## src/sv/lbs_pkg.sv

```systemverilog
package lbs_pkg;

    localparam int DataW = 32;
    localparam int ProdW = 2 * DataW;
    // Three products shifted down by 16 plus a translation need 50 bits.
    localparam int SumW  = 50;

    typedef struct packed {
        logic mul;
        logic init;
        logic add;
    } t_mac_ctl;

endpackage

```

## src/sv/lbs_mac.sv

```systemverilog
module lbs_mac (
    input  logic                                i_clk,
    input  lbs_pkg::t_mac_ctl                   i_ctl,
    input  logic signed [lbs_pkg::DataW-1:0]    i_mul_a,
    input  logic signed [lbs_pkg::DataW-1:0]    i_mul_b,
    input  logic signed [lbs_pkg::DataW-1:0]    i_init,
    input  logic signed [lbs_pkg::DataW-1:0]    i_acc,
    output logic signed [lbs_pkg::DataW-1:0]    o_sum_sat,
    output logic signed [lbs_pkg::DataW-1:0]    o_acc_next
);

    logic signed [lbs_pkg::ProdW-1:0] r_prod;
    logic signed [lbs_pkg::SumW-1:0]  r_sum;
    logic signed [lbs_pkg::SumW-1:0]  prod_shr;
    logic signed [lbs_pkg::SumW-1:0]  acc_sum;

    function automatic logic signed [lbs_pkg::DataW-1:0] sat32(
        input logic signed [lbs_pkg::SumW-1:0] v
    );
        logic [lbs_pkg::SumW-lbs_pkg::DataW:0] top_bits;
        top_bits = v[lbs_pkg::SumW-1:lbs_pkg::DataW-1];
        if ((top_bits == '0) || (top_bits == '1)) begin
            return v[lbs_pkg::DataW-1:0];
        end else if (v[lbs_pkg::SumW-1]) begin
            return {1'b1, {(lbs_pkg::DataW-1){1'b0}}};
        end else begin
            return {1'b0, {(lbs_pkg::DataW-1){1'b1}}};
        end
    endfunction

    // Dropping the low 16 bits of a signed product rounds toward minus infinity.
    assign prod_shr   = lbs_pkg::SumW'($signed(r_prod[lbs_pkg::ProdW-1:16]));
    assign acc_sum    = lbs_pkg::SumW'(i_acc) + prod_shr;
    assign o_sum_sat  = sat32(r_sum);
    assign o_acc_next = sat32(acc_sum);

    always_ff @(posedge i_clk) begin
        if (i_ctl.mul) begin
            r_prod <= i_mul_a * i_mul_b;
        end
        if (i_ctl.init) begin
            r_sum <= lbs_pkg::SumW'(i_init);
        end else if (i_ctl.add) begin
            r_sum <= r_sum + prod_shr;
        end
    end

endmodule

```

## config.mk

```make
export PLATFORM = sky130hd
export DESIGN_NAME = lbs_mac
export DESIGN_NICKNAME = d
export VERILOG_FILES = /design/src/sv/lbs_pkg.sv /design/src/sv/lbs_mac.sv
export SDC_FILE = /design/constraint.sdc
export NUM_CORES = 2
export LEC_CHECK = 0
export CAP_MARGIN = 10
export CORE_MARGIN = 1.5
export CORE_UTILIZATION = 30
export DETAILED_ROUTE_END_ITERATION = 10
export DONT_BUFFER_PORTS = 1
export HOLD_SLACK_MARGIN = 0.05
export MAX_ROUTING_LAYER = met4
export PLACE_DENSITY = 0.46
export SLEW_MARGIN = 30
export SYNTH_ARGS = -nofsm -noshare
export SYNTH_HDL_FRONTEND = slang
export SYNTH_SLANG_ARGS = --single-unit
export TNS_END_PERCENT = 30
```

## constraint.sdc

```tcl
create_clock -name i_clk -period 22.6 [get_ports i_clk]
set_clock_uncertainty 0.2 [all_clocks]
set_input_delay 4.52 -clock i_clk [delete_from_list [all_inputs] [get_ports i_clk]]
set_output_delay 4.52 -clock i_clk [all_outputs]
set_load 0.02 [all_outputs]
```

==> summary.txt <==
==========================================================================================
Run status                                                                    finished clean
Startpoint type of the worst setup path                                       primary input
Synthesized area per cell                                                       9.43 sq um
Number of input and output port buffers inserted                                         0
Total cell area at the placement stage                                         46100 sq um
Site Rows                                                                              141
Ratio of final minimum period to clock period                                        0.613
Total vias in the final route                                                        31069
Post-cts gate resize count                                                               0
CTS HTree Levels                                                                         3
Final hold violation count                                                               0
Final weighted congestion of routability-driven global placement                     0.867
Number of antenna violations at the first check in global routing                        6
Hold Crit Class                                                               flop to flop
Top area cells in the synthesized netlist                                     sky130_fd_sc_hd__fa_1 49%, sky130_fd_sc_hd__inv_1 8.2%, sky130_fd_sc_hd__ha_1 7.8%, sky130_fd_sc_hd__and2_1 7.3%, sky130_fd_sc_hd__edfxtp_1 6.6%
Register area share after synthesis                                                 0.0660
Number of iterations in the first detailed-routing pass                                  5
Post-Syn Instances                                                                    4726
Die area                                                                      151000 sq um
Detailed-route DRC error count                                                           0
Most frequent cells in the layout                                             1083 x sky130_fd_sc_hd__fa_1, 979 x sky130_fd_sc_hd__inv_1, 586 x sky130_fd_sc_hd__nand2_1, 522 x sky130_fd_sc_hd__and2_1, 277 x sky130_fd_sc_hd__ha_1
Cell at the root of the clock tree                                            sky130_fd_sc_hd__clkbuf_16
HPWL after DPL                                                                      107 mm
Post-cts hold buffer count                                                               0
Layout fillers                                                                       15498
Setup repair after global routing missed its margin                                     no
Area share of the leading cell type in the synthesized netlist                       0.486
Clock latency reported for the late side of the worst-skew pair                    0.38 ns
Minimum hold slack                                                                0.515 ns
Predominant post-synthesis flop cell                                          sky130_fd_sc_hd__edfxtp_1
Synthesized Nets                                                                      6218
Pin count of the biggest net entering global routing                                    82
Maximum clock path buffer count                                                          2
Number of setup violations in the final report                                           0
TNS Setup                                                                             0 ns
Final-report max-slew violation count                                                    0
Final routed wire length divided by cell count                                21.4 microns
Die extent in y                                                                388 microns
Horiz. Die Dim                                                                 388 microns
Critical path type                                                            primary input to output port
Post-synthesis async set-or-reset flop share                                             0
Number of maximum-capacitance constraint violations                                      0
Layout area overhead                                                                 4.12%
Number of nets in the layout                                                          5999
Number of global-route vias before repair                                            34180
Total global routing track utilization                                               0.192
Ratio of routed vias to standard cells                                                4.82
Layout Cell Area excl Fill                                                     46400 sq um
Post-route setup slack                                                             8.75 ns
Count of flip-flops with a built-in enable after synthesis                              98
Count of buffers added by post-CTS timing repair for setup                               0
Post-synthesis cell area                                                       44600 sq um
Min cycle time layout                                                             13.85 ns
Worst-case headroom to the max-slew limit                                            0.362
Total core area                                                               148000 sq um
Critical Path Sink Type                                                        output port
Clock buffers created by TritonCTS                                                       9
Critical path peak fanout                                                               31
Clock edge transition at the registers on the reported setup and hold paths        0.06 ns
First-pass GRT wire length                                                          215 mm
Count of clock tree sinks                                                               98
Initial core utilization                                                             0.302
Crit path DAT                                                                      9.13 ns
Antenna viol nets, final                                                                 0
TritonCTS clock tree                                                                  done
Slew at the pin closest to its max-slew limit                                     0.957 ns
Most common cell after layout, fill and taps aside                            sky130_fd_sc_hd__fa_1
Fraction of final layout cells sized beyond drive strength 1                        0.0113
Num ports                                                                              196
Library cells used by synthesis                                                         87
Pre-CTS WS                                                                         8.72 ns
Cell type with the highest aggregate area in the netlist                      sky130_fd_sc_hd__fa_1
Flop and latch count out of synthesis                                                   98
Critical path required time                                                       17.88 ns
Highest clock rate                                                                72.2 MHz
Number of violations reported at the end of detailed-routing iteration 0              1829
GR Overflow Total                                                                        0
Drt total wl                                                                        138 mm
Number of synthesis warnings                                                             0
==========================================================================================
[worst max-delay path: stages]
cell and delay, ns:
sky130_fd_sc_hd__ha_1 0.14, sky130_fd_sc_hd__inv_1 0.05, sky130_fd_sc_hd__fa_1 0.40, sky130_fd_sc_hd__nor2b_1 0.17, sky130_fd_sc_hd__o31ai_1 0.15, sky130_fd_sc_hd__a21oi_1 0.51
sky130_fd_sc_hd__o211ai_1 0.22, sky130_fd_sc_hd__nand4b_1 0.21, sky130_fd_sc_hd__and2_4 0.20, sky130_fd_sc_hd__o21ai_1 0.06, sky130_fd_sc_hd__a21oi_1 0.67, sky130_fd_sc_hd__nand4_1 0.19
sky130_fd_sc_hd__nor4_1 0.32, sky130_fd_sc_hd__a41o_2 0.72, sky130_fd_sc_hd__mux2i_1 0.54
[final timing paths]
path,startpoint,to,slack [ns],cells past startpoint
worst max-delay path,i_acc[0],o_acc_next[3],8.75,15
worst min-delay path,r_sum[0],r_sum[0],0.51,2
worst max register to register,r_prod[26],r_sum[49],17.70,13
worst min register to register,r_sum[0],r_sum[0],0.51,2
[metal layers]
metal | up-vias | wire length, microns | GRT usage
met5 | - | 0 | -
met4 | 0 | 1170 | 0.0207
met3 | 56 | 7120 | 0.0220
met2 | 680 | 61300 | 0.293
met1 | 16502 | 68600 | 0.283
li1 | 13831 | - | -
[through the flow]
stage          cells  utilization
4_1_cts         6441        0.314
3_5_place_dp    6426        0.312
6_report        6443        0.314
3_3_place_gp    6426        0.312
5_1_grt         6441        0.314
2_1_floorplan   4726            -
[layout make-up]
type | count | area [sq um] | area share
diodes | 2 | 5.00 | 0.000108
clock buffers | 9 | 225 | 0.00485
clock inverters | 6 | 67.6 | 0.00146
inverters | 980 | 3680 | 0.0793
multi-input cells | 3413 | 37000 | 0.798
flip-flops and latches | 98 | 2940 | 0.0634
well taps | 1930 | 2410 | 0.0520
repair buffers | 5 | 37.5 | 0.000809
[kinds of logic (layout without fill, tap and decap cells)]
| logic type | Yosys count | after routing | share of synthesized area |
|---|---|---|---|
| flip-flops | 98 | 98 | 0.0660 |
| XOR/XNOR | 139 | 139 | 0.0273 |
| other | 0 | 2 | 0 |
| buffers and inverters | 1215 | 1000 | 0.103 |
| adder cells (fa/ha/maj) | 1360 | 1360 | 0.564 |
| multiplexers | 38 | 38 | 0.00890 |
| AND/OR/NAND/NOR | 1381 | 1381 | 0.157 |
| AO/OA/AOI/OAI | 495 | 495 | 0.0731 |
[registers in the layout, indices dropped and copies added (netlist names)]
signal and cells:
r_sum 50, r_prod 48
[synthesized netlist by cell type (all sizes together) (6+ instances only)]
cell type and count:
o211ai 7, nor3 19, nor2 70, fa 1083
or2 8, nand4 28, xnor2 87, a211oi 13
ha 277, a21oi 116, edfxtp 98, mux2 7
clkbuf 227, xor2 52, inv 980, o31ai 8
buf 8, nand2b 22, and4 6, nor4 9
a21o 141, o21bai 12, and3 17, a31oi 24
mux2i 31, a221oi 8, nor2b 45, and2 524
o21ai 100, nand2 586, nand3 24, o21a 17
Power is not shown: default switching activity piles up to over one toggle a cycle in this logic, so the estimate is an artifact.
